**src/hdl/tlpq_pkg.sv**
```systemverilog
// Shared types, codes and helpers for the three-level priority queue.
`timescale 1ns / 1ps

package tlpq_pkg;

	localparam int DEPTH_DEF   = 16;
	localparam int ID_BITS_DEF = 16;

	localparam int ENTRY_ID_W = 16;
	localparam int CLASS_W    = 2;
	localparam int POSITION_W = 4;
	localparam int OCCUPANCY_W = 5;

	localparam logic OP_INSERT = 1'b0;
	localparam logic OP_REMOVE = 1'b1;

	localparam logic [CLASS_W-1:0] CLASS_RED    = 2'd0;
	localparam logic [CLASS_W-1:0] CLASS_YELLOW = 2'd1;
	localparam logic [CLASS_W-1:0] CLASS_GREEN  = 2'd2;

	typedef enum logic [1:0] {
		ST_INSERTED  = 2'd0,
		ST_REMOVED   = 2'd1,
		ST_NOT_FOUND = 2'd2,
		ST_FULL      = 2'd3
	} tlpq_status_t;

	typedef struct packed {
		logic                  op;
		logic [ENTRY_ID_W-1:0] entry_id;
		logic [CLASS_W-1:0]    priority_class;
	} tlpq_in_t;

	typedef struct packed {
		tlpq_status_t           status;
		logic [POSITION_W-1:0]  position;
		logic [OCCUPANCY_W-1:0] occupancy;
	} tlpq_out_t;

	typedef struct packed {
		logic      valid;
		tlpq_out_t result;
	} tlpq_res_t;

	// A new entry goes before a stored one of a worse class; class three is never passed.
	function automatic logic goes_before(input logic [CLASS_W-1:0] stored_cls,
			input logic [CLASS_W-1:0] new_cls);
		return (stored_cls <= CLASS_GREEN) && (new_cls < stored_cls);
	endfunction

endpackage

```
**src/hdl/tlpq_core.sv**
```systemverilog
// Table memory and the sequencer that scans, shifts and writes it.
`timescale 1ns / 1ps

module tlpq_core import tlpq_pkg::*; #(
	parameter int DEPTH   = DEPTH_DEF,
	parameter int ID_BITS = ID_BITS_DEF
) (
	input  logic      clk,
	input  logic      arst_n,
	input  logic      req_valid,
	output logic      req_ready,
	input  tlpq_in_t  req_data,
	output tlpq_res_t res,
	input  logic      res_take
);

	localparam int AW = $clog2(DEPTH);
	localparam int CW = $clog2(DEPTH + 1);

	typedef struct packed {
		logic [CLASS_W-1:0] cls;
		logic [ID_BITS-1:0] id;
	} slot_t;

	typedef enum logic [2:0] {
		S_IDLE,
		S_SCAN,
		S_SHIFT,
		S_PUT,
		S_DONE
	} state_t;

	slot_t mem [DEPTH];
	slot_t rdata_q;

	state_t             state_q;
	logic               op_q;
	logic [ID_BITS-1:0] id_q;
	logic [CLASS_W-1:0] cls_q;
	logic [CW-1:0]      cnt_q;
	logic [AW-1:0]      rd_q;
	logic               iss_q;
	logic [AW-1:0]      end_q;
	logic               up_q;
	logic [AW-1:0]      pos_q;
	logic               vld_s1;
	logic [AW-1:0]      addr_s1;
	tlpq_out_t          res_q;

	logic [AW-1:0] last_a;
	logic          hit;
	logic          we;
	logic [AW-1:0] wa;
	slot_t         wd;

	assign last_a    = AW'(cnt_q - CW'(1));
	assign hit       = (op_q == OP_INSERT) ? goes_before(rdata_q.cls, cls_q)
			: (rdata_q.id == id_q);
	assign req_ready = (state_q == S_IDLE);
	assign res.valid  = (state_q == S_DONE);
	assign res.result = res_q;

	always_comb begin
		we = 1'b0;
		wa = up_q ? (addr_s1 - AW'(1)) : (addr_s1 + AW'(1));
		wd = rdata_q;
		if (state_q == S_SHIFT && vld_s1) begin
			we = 1'b1;
		end else if (state_q == S_PUT) begin
			we = 1'b1;
			wa = pos_q;
			wd = '{cls: cls_q, id: id_q};
		end
	end

	always_ff @(posedge clk) begin
		if (we) begin
			mem[wa] <= wd;
		end
		rdata_q <= mem[rd_q];
	end

	always_ff @(posedge clk or negedge arst_n) begin
		if (!arst_n) begin
			state_q <= S_IDLE;
			cnt_q   <= '0;
			iss_q   <= 1'b0;
			vld_s1  <= 1'b0;
			rd_q    <= '0;
		end else begin
			vld_s1  <= iss_q;
			addr_s1 <= rd_q;
			unique case (state_q)
				S_IDLE: begin
					if (req_valid) begin
						op_q  <= req_data.op;
						id_q  <= ID_BITS'(req_data.entry_id);
						cls_q <= req_data.priority_class;
						rd_q  <= '0;
						if (req_data.op == OP_INSERT && cnt_q == CW'(DEPTH)) begin
							res_q   <= '{status: ST_FULL, position: '0,
									occupancy: OCCUPANCY_W'(cnt_q)};
							state_q <= S_DONE;
						end else if (cnt_q == '0) begin
							if (req_data.op == OP_INSERT) begin
								pos_q   <= '0;
								state_q <= S_PUT;
							end else begin
								res_q   <= '{status: ST_NOT_FOUND, position: '0,
										occupancy: OCCUPANCY_W'(cnt_q)};
								state_q <= S_DONE;
							end
						end else begin
							iss_q   <= 1'b1;
							state_q <= S_SCAN;
						end
					end
				end
				S_SCAN: begin
					if (iss_q) begin
						if (rd_q == last_a) begin
							iss_q <= 1'b0;
						end else begin
							rd_q <= rd_q + AW'(1);
						end
					end
					if (vld_s1 && hit) begin
						pos_q  <= addr_s1;
						vld_s1 <= 1'b0;
						if (op_q == OP_INSERT) begin
							// Move the tail down by one, last entry first.
							rd_q    <= last_a;
							end_q   <= addr_s1;
							up_q    <= 1'b0;
							iss_q   <= 1'b1;
							state_q <= S_SHIFT;
						end else if (addr_s1 == last_a) begin
							iss_q   <= 1'b0;
							cnt_q   <= cnt_q - CW'(1);
							res_q   <= '{status: ST_REMOVED,
									position: POSITION_W'(addr_s1),
									occupancy: OCCUPANCY_W'(cnt_q - CW'(1))};
							state_q <= S_DONE;
						end else begin
							// Pull the entries behind the match up by one.
							rd_q    <= addr_s1 + AW'(1);
							end_q   <= last_a;
							up_q    <= 1'b1;
							iss_q   <= 1'b1;
							state_q <= S_SHIFT;
						end
					end else if (vld_s1 && addr_s1 == last_a) begin
						iss_q  <= 1'b0;
						vld_s1 <= 1'b0;
						if (op_q == OP_INSERT) begin
							pos_q   <= AW'(cnt_q);
							state_q <= S_PUT;
						end else begin
							res_q   <= '{status: ST_NOT_FOUND, position: '0,
									occupancy: OCCUPANCY_W'(cnt_q)};
							state_q <= S_DONE;
						end
					end
				end
				S_SHIFT: begin
					if (iss_q) begin
						if (rd_q == end_q) begin
							iss_q <= 1'b0;
						end else begin
							rd_q <= up_q ? (rd_q + AW'(1)) : (rd_q - AW'(1));
						end
					end
					if (vld_s1 && !iss_q) begin
						if (op_q == OP_INSERT) begin
							state_q <= S_PUT;
						end else begin
							cnt_q   <= cnt_q - CW'(1);
							res_q   <= '{status: ST_REMOVED,
									position: POSITION_W'(pos_q),
									occupancy: OCCUPANCY_W'(cnt_q - CW'(1))};
							state_q <= S_DONE;
						end
					end
				end
				S_PUT: begin
					cnt_q   <= cnt_q + CW'(1);
					res_q   <= '{status: ST_INSERTED, position: POSITION_W'(pos_q),
							occupancy: OCCUPANCY_W'(cnt_q + CW'(1))};
					state_q <= S_DONE;
				end
				S_DONE: begin
					if (res_take) begin
						state_q <= S_IDLE;
					end
				end
				default: begin
					state_q <= S_IDLE;
				end
			endcase
		end
	end

endmodule

```
**src/hdl/three_level_priority_queue_top.sv**
```systemverilog
// Top level of the three-level priority queue: request channel, core and result register.
`timescale 1ns / 1ps
//
// The block holds an ordered table of up to DEPTH entries, each an id and a
// class (red, yellow, green or class three). A request on the in channel either inserts an
// entry ahead of the first stored entry of a worse class or removes the first
// entry whose id matches. Each request yields exactly one result on the out
// channel: status, position used and the number of entries held afterward.
// Both channels use valid and ready; a transfer happens when both are high.
// One request is worked on at a time, with one read and one write of the
// table memory per cycle. With n entries stored, the scan reads entries until
// it finds the position and the shift then moves the entries behind it. An
// insert then writes the new entry, and the result goes to the output
// register. The next request can be taken in the same cycle that the result
// appears there. A full-table insert or a remove on an empty table skips the
// scan and goes straight to the result.
// The output register lets the next request be taken while a result waits;
// if the receiver stalls, the block finishes that request and then holds.
// Reset empties the table (count to zero) and clears both valid flags.
module three_level_priority_queue_top import tlpq_pkg::*; #(
	parameter int DEPTH   = DEPTH_DEF,
	parameter int ID_BITS = ID_BITS_DEF
) (
	input  logic      clk,
	input  logic      arst_n,
	input  logic      in_valid,
	output logic      in_ready,
	input  tlpq_in_t  in_data,
	output logic      out_valid,
	input  logic      out_ready,
	output tlpq_out_t out_data
);

	tlpq_res_t res;
	logic      res_take;
	logic      out_valid_q;
	tlpq_out_t out_q;

	assign res_take  = res.valid && (!out_valid_q || out_ready);
	assign out_valid = out_valid_q;
	assign out_data  = out_q;

	tlpq_core #(
		.DEPTH   (DEPTH),
		.ID_BITS (ID_BITS)
	) u_core (
		.clk       (clk),
		.arst_n    (arst_n),
		.req_valid (in_valid),
		.req_ready (in_ready),
		.req_data  (in_data),
		.res       (res),
		.res_take  (res_take)
	);

	always_ff @(posedge clk or negedge arst_n) begin
		if (!arst_n) begin
			out_valid_q <= 1'b0;
		end else if (res_take) begin
			out_valid_q <= 1'b1;
			out_q       <= res.result;
		end else if (out_ready) begin
			out_valid_q <= 1'b0;
		end
	end

endmodule

```
**config.mk**
```make
export PLATFORM = sky130hd
export DESIGN_NAME = three_level_priority_queue_top
export DESIGN_NICKNAME = d
export VERILOG_FILES = /design/src/hdl/tlpq_pkg.sv /design/src/hdl/tlpq_core.sv /design/src/hdl/three_level_priority_queue_top.sv
export SDC_FILE = /design/constraint.sdc
export NUM_CORES = 1
export LEC_CHECK = 0
export ABC_CLOCK_PERIOD_IN_PS = 3700
export BUFFER_PORTS_ARGS = -buffer_cell sky130_fd_sc_hd__buf_4
export CAP_MARGIN = 20
export CORE_AREA = 2 2 166 168
export DETAILED_ROUTE_END_ITERATION = 10
export DIE_AREA = 0 0 168 170
export PLACE_DENSITY = 0.75
export SLEW_MARGIN = 20
export SYNTH_ARGS = -nofsm -noshare
export SYNTH_HDL_FRONTEND = slang
export SYNTH_SLANG_ARGS = --single-unit
```
**constraint.sdc**
```tcl
create_clock -name clk -period 3.7 [get_ports clk]
set_input_delay 0.74 -clock clk [delete_from_list [all_inputs] [get_ports clk]]
set_output_delay 0.74 -clock clk [all_outputs]
set_load 0.05 [all_outputs]
```
# Word level (Yosys, flattened, before mapping)
# Memories as Yosys holds them, arrays and structs flattened. A register that Yosys moved wholly into a read port is not among the register bits.
# Cells that the tools add are included.
[word_totals] word_cells=161 register_bits=69 in_bits=23 ram_bits=288 memories=1 out_inout_bits=13
[memory_table] memory="u_core.mem" words=16 word_bits=18 read_ports=1 rd_ports_with_merged_regs=1 write_ports=1 line_no="tlpq_core.sv:33" text="slot_t mem [DEPTH];"
[op_classes] bitwise_logic=1 add_sub_neg=6 n_eq_ne=28 muxes=78 order_cmp=2 reduce_logical=26
[ops] op="two-way mux 11 bit" n=11
[ops] op="two-way mux 4 bit" n=21
[ops] op="case mux 11 bit (4 select lines)" n=1
[ops] op="two-way mux 18 bit" n=2
[ops] op="two-way mux 3 bit" n=11
[ops] op="two-way mux 5 bit" n=5
[ops] op="two-way mux 1 bit" n=22
[ops] op="== test 16 bit" n=1
[ops] op="AND reduction 4 bit" n=4
[ops] op="case mux 3 bit (5 select lines)" n=1
[ops] op="case mux 5 bit (3 select lines)" n=1
[ops] op="!= test 2 x 1 -> 1 bit, second input constant" n=7
[ops] op="!= test 2 bit, second input constant" n=7
[ops] op="== test 4 bit" n=3
[ops] op="case mux 4 bit (3 select lines)" n=1
[ops] op="AND reduction 10 bit" n=1
[ops] op="!= test 3 x 1 -> 1 bit, second input constant" n=3
[ops] op="adder 4 x 1 -> 4 bit, second input constant" n=2
[ops] op="case mux 4 bit (2 select lines)" n=1
[ops] op="AND reduction 8 bit" n=1
[ops] op="subtractor 4 x 1 -> 4 bit, second input constant" n=2
[ops] op="logical AND 1 bit" n=7
[ops] op="== test 3 x 2 -> 1 bit, second input constant" n=2
[ops] op="!= test 3 bit, second input constant" n=2
[ops] op="19 further kinds" n=22

# Longest topological paths before layout
[depth] word_depth=8 ltp_mapped=11 mapped_depth_nobuf=9

# By module
# A second synthesis with hierarchy kept.
[hier_totals] cells_unflattened=856 hier_area_um2=15657.5
[modules_own_cells] module="tlpq_core" cells_each=840 area_per_inst_um2=15269.6 n_inst=1 seq_area_each_um2=10650.2
[modules_own_cells] module="three_level_priority_queue_top" cells_each=16 area_per_inst_um2=387.9 n_inst=1 seq_area_each_um2=355.3

# Worst setup path after synthesis
# No wires, ideal clock.
[synth_timing] path_kind="reg2reg" startpoint="register u_core.state_q[0]" endpoint="register u_core.cls_q[0] (enable)" path_slack_ns=0.540 required_ns=3.323 arrival_ns=2.783 period_less_slack_ns=3.160 setup_time_ns=0.377 stages_incl_launch_ff=5 path_buffers=2 cell_sequence="dfrtp_1 -> buf_2 -> clkbuf_1 -> nor3_1 -> and3_1"
[synth_between] elab_chain_cells=2
[synth_rtl] item="from (decl)" line_no="tlpq_core.sv:36" text="state_t state_q;"
[synth_rtl] item="from (signal assigned)" line_no="tlpq_core.sv:85" text="state_q <= S_IDLE;"
[synth_rtl] item="from (signal assigned)" line_no="tlpq_core.sv:103" text="state_q <= S_DONE;"
[synth_rtl] item="from (signal assigned)" line_no="tlpq_core.sv:107" text="state_q <= S_PUT;"
[synth_rtl] item="zero test 3 bit"
[synth_rtl] item="net in_ready" line_no="three_level_priority_queue_top.sv:27" text="output logic in_ready,"
[synth_rtl] item="AND reduction 3 bit (no source line)"
[synth_rtl] item="to (signal assigned)" line_no="tlpq_core.sv:98" text="cls_q <= req_data.priority_class;"
[synth_rtl] item="to (decl)" line_no="tlpq_core.sv:39" text="logic [CLASS_W-1:0] cls_q;"
# The timed path passes the listed nets, and every way through them passes these cells.
# A chain may end at the register's enable or synchronous reset.

# Worst setup path in the final report
[layout_timing] startpoint="register u_core.state_q[0]" endpoint="memory u_core.mem[5][17] (netlist bit) (enable)"
[layout_between] elab_chain_cells=5 elab_cells_between_ends=9 cone_classes="2 x eq/ne; 6 x mux; 1 x reduce/logical"
[layout_rtl] item="== test 3 x 2 -> 1 bit (on tied branches)" line_no="tlpq_core.sv:69, tlpq_core.sv:67"
[layout_rtl] item="two-way mux 1 bit or logical AND 1 bit (tied branches)" line_no="tlpq_core.sv:69, tlpq_core.sv:67"
[layout_rtl] item="two-way mux 1 bit" line_no="tlpq_core.sv:67" text="if (state_q == S_SHIFT && vld_s1) begin"
[layout_rtl] item="two-way mux 1 bit" line_no="tlpq_core.sv:77" text="if (we) begin"
[layout_rtl] item="two-way mux 1 bit (implied by the code)" line_no="tlpq_core.sv:78" text="mem[wa] <= wd;"
[layout_rtl] item="to (decl)" line_no="tlpq_core.sv:33"
# Parallel ways exist; a longest one is shown, timed or not.

==> metrics.cfg <==
[finish]
utilization = 0.6668
drive_gt1_frac = 0.1878
final_nets = 1103
final_cells = 1443
synthToLayoutAreaGrowth_pct = 13.64
num_antenna_cells = 0

[setup_path]
path_buf_inv = 2
slowest_delay_ps = 660
startpoint_type = register
slowest_stage = dfrtp_1
endpoint_kind = register
cp_data_required_time_ps = 3900
crit_path_max_fanout = 18
cpLargestDelayFamily = simple AND/OR/NAND/NOR gates
crit_chain = nor3b_2, nor2_1, nand2_1, buf_4, a21o_1, nand2_1, nor2_2, buf_4
arrival_ps = 3480
path_class = reg -> reg

[pwr]
p_leak_uw = 0.005140
powerDensity_mw_per_mm2 = 490.2
peakVddDrop_mv = 0.5914

[clock_tree]
postCtsSetupRepairBufs = 0
h-tree-depth = 2
cts_tree = done
clkTransAtPathRegs_ps = 70
numCtsBuffers = 38
clk_latency_ps = 530
cts_hold_buf = 0
cts_resized = 0
clock_sink_count = 375
clock-root-buffer = clkbuf_16
cts_max_path_buffers = 3

[timing]
finalSetupViolations = 0
skew_ps = 22.06
slew-limit-headroom = 0.2714
period_needed_ps = 3280
finalSetupTns_ps = 0
max_slew.worst_pin.slew_ps = 1090
fmax_ghz = 0.3049
drv_slew = 0
post-route-period-util = 0.8864
hold_viol = 0
rsz0062_at_grt = false

[placement]
place_inst = 1374
hpwl_mm = 21.64
io_buffers = 35
place.gp.congestion = 0.9174

[routing]
met1_length_mm = 14.04
drtIter0Drc = 1054
dr.max_layer_used = met4
drc_errors = 0
via_per_inst = 6.262
drt-total-wl_mm = 34.52
routedWlPerCell_um = 23.92
vias = 9036
met3_length_mm = 2.424
postRouteAntennaNets = 0
met2_length_mm = 17.02
first_pass_iters = 7

[job]
cap_violations = 0

[die]
start_util = 0.5868
coreArea_mm2 = 0.02665
ios = 36
fp-row-count = 60
fp.dieW_um = 168
die_y_um = 170
dieArea_mm2 = 0.02856

[yosys]
avgSynthCellArea_um2 = 15.39
ys_top_cells_by_area = edfxtp_1, mux2i_1, mux4_2, nand2_1, dfrtp_1
yosys_warnings = 0
ys_ff_latch = 375
synth-edff-count = 342
synthesis.nets = 1046
synthFlopType = edfxtp_1
syn-cell-area_mm2 = 0.01564
yosysSeqAreaShare = 0.7038
async_flop_share = 0.04000
synth_top_area_frac = 0.6567
yosysTopAreaCell = edfxtp_1
synthCells = 1016
ys_types = 68

[global_route]
track_usage = 0.2477
antenna_found_initial = 0
grt_start_max_net_pins = 79
grt_overflow = 0
grt_pass1_vias = 9041
grt_pass1_wl_mm = 52.65

[worst_hold_path]
hp-class = in -> async

[status]
status = complete, no violations

path summary, 6_finish.rpt:
kind / endpoint / cells after the start / from / slack (ps)
worst min register to register: out_data[6] / 0 / u_core.res[6] / 420
worst max-delay path: u_core.mem[5][17] / 8 / u_core.state_q[0] / 420
worst max register to register: u_core.mem[5][17] / 8 / u_core.state_q[0] / 420
worst min-delay path: u_core.rd_q[1] / 1 / arst_n / 100
min in group clk: u_core.id_q[15] / 1 / in_data[17] / 380
max in group asynchronous: u_core.rd_q[0] / 1 / arst_n / 3320
flip-flops by register name, indices dropped and copies added (netlist names), 2 cells and up:
signal and count:
out_data 11, u_core.addr_s1 4, u_core.cls_q 2, u_core.cnt_q 5
u_core.end_q 4, u_core.id_q 16, u_core.mem 288, u_core.pos_q 4
u_core.rd_q 4, u_core.rdata_q 18, u_core.res 11, u_core.state_q 3
cell usage in the layout, fill, tap and decap left out, types with 4 or more instances in the layout:
master     Yosys  final
a21o_1         4      4
nor3_1        10     10
nor2_2         0     17
mux2_2         5      5
xor2_1        22     22
buf_12         0      5
nand2b_1       9      9
or3_1          4      4
dfxtp_1       18     18
mux2i_1       84     84
clkbuf_1      33      9
edfxtp_1     342    342
nor2_1        70     52
clkinv_2       0      8
ha_1           7      7
nor4_1         5      5
inv_1         10     10
clkbuf_16      0     38
buf_4          0     69
bufinv_16      0      5
nand2_1      115    115
a21oi_1       39     39
nand3_1       10     10
nand4_1        4      4
o21ai_0       31     31
a22oi_1       19     19
a221oi_1      20     20
mux4_2        36     36
dfrtp_1       15     13
xnor2_1       22     22
synthesized netlist by cell type (all sizes together) (2+ instances only):
| cell type | n |
|---|---|
| a22o | 2 |
| and2 | 4 |
| nand4 | 4 |
| nand2b | 9 |
| and4 | 2 |
| or3 | 4 |
| nor2 | 70 |
| nor3 | 13 |
| inv | 10 |
| a221oi | 20 |
| nor4 | 6 |
| xor2 | 22 |
| o21bai | 3 |
| or4 | 3 |
| a22oi | 19 |
| ha | 7 |
| mux2i | 84 |
| buf | 24 |
| edfxtp | 342 |
| a31oi | 3 |
| clkbuf | 33 |
| o22ai | 3 |
| nand3 | 10 |
| a21o | 4 |
| mux4 | 36 |
| o2bb2ai | 2 |
| dfrtp | 15 |
| nand3b | 2 |
| o21ai | 31 |
| nand2 | 115 |
| o31ai | 2 |
| dfxtp | 18 |
| a221o | 2 |
| mux2 | 5 |
| a211oi | 3 |
| xnor2 | 23 |
| a21oi | 40 |
power breakdown:
| group | internal (µW) | leakage (µW) | switching, µW |
|---|---|---|---|
| combinational | 104 | 0.00192 | 137 |
| clock | 2320 | 0.000627 | 1550 |
| sequential | 4580 | 0.00259 | 13.4 |
per-layer routing:
layer	up-vias	track usage
li1	4009	-
met1	4521	0.3369
met5	-	0
met3	77	0.03512
met4	0	0.09074
met2	429	0.4141
stage by stage:
stage                     hold slack (ps)  area (µm²)  total power (µW)  setup WS [ps]
after floorplan                     400.3       15640              4847          540.2
after global placement              404.1       16490              4918          666.2
after detailed placement            410.5       16490              4922          450.6
after CTS                           113.8       17770              8749          444.9
after global routing                115.4       17770              8945          185.6
final                               103.8       17770              8711          420.4
cell type report:
class,instances,area (µm²)
repair buffers,74,618.1
fillers,1758,8880
clock buffers,50,1026
multi-input cells,573,4398
well taps,341,426.7
inverters,11,41.29
clock inverters,19,250.2
flip-flops and latches,375,11010
logic make-up (layout without fill, tap and decap cells):
group,Yosys count,in the layout,synth area share
AO/OA/AOI/OAI,147,147,0.06417
AND/OR/NAND/NOR,248,248,0.07113
adder cells (fa/ha/maj),7,7,0.005601
buffers and inverters,68,154,0.01816
flip-flops,375,375,0.7038
multiplexers,125,125,0.1092
XOR/XNOR,46,46,0.02792
Note: power is estimated with default switching activity, not from simulation.
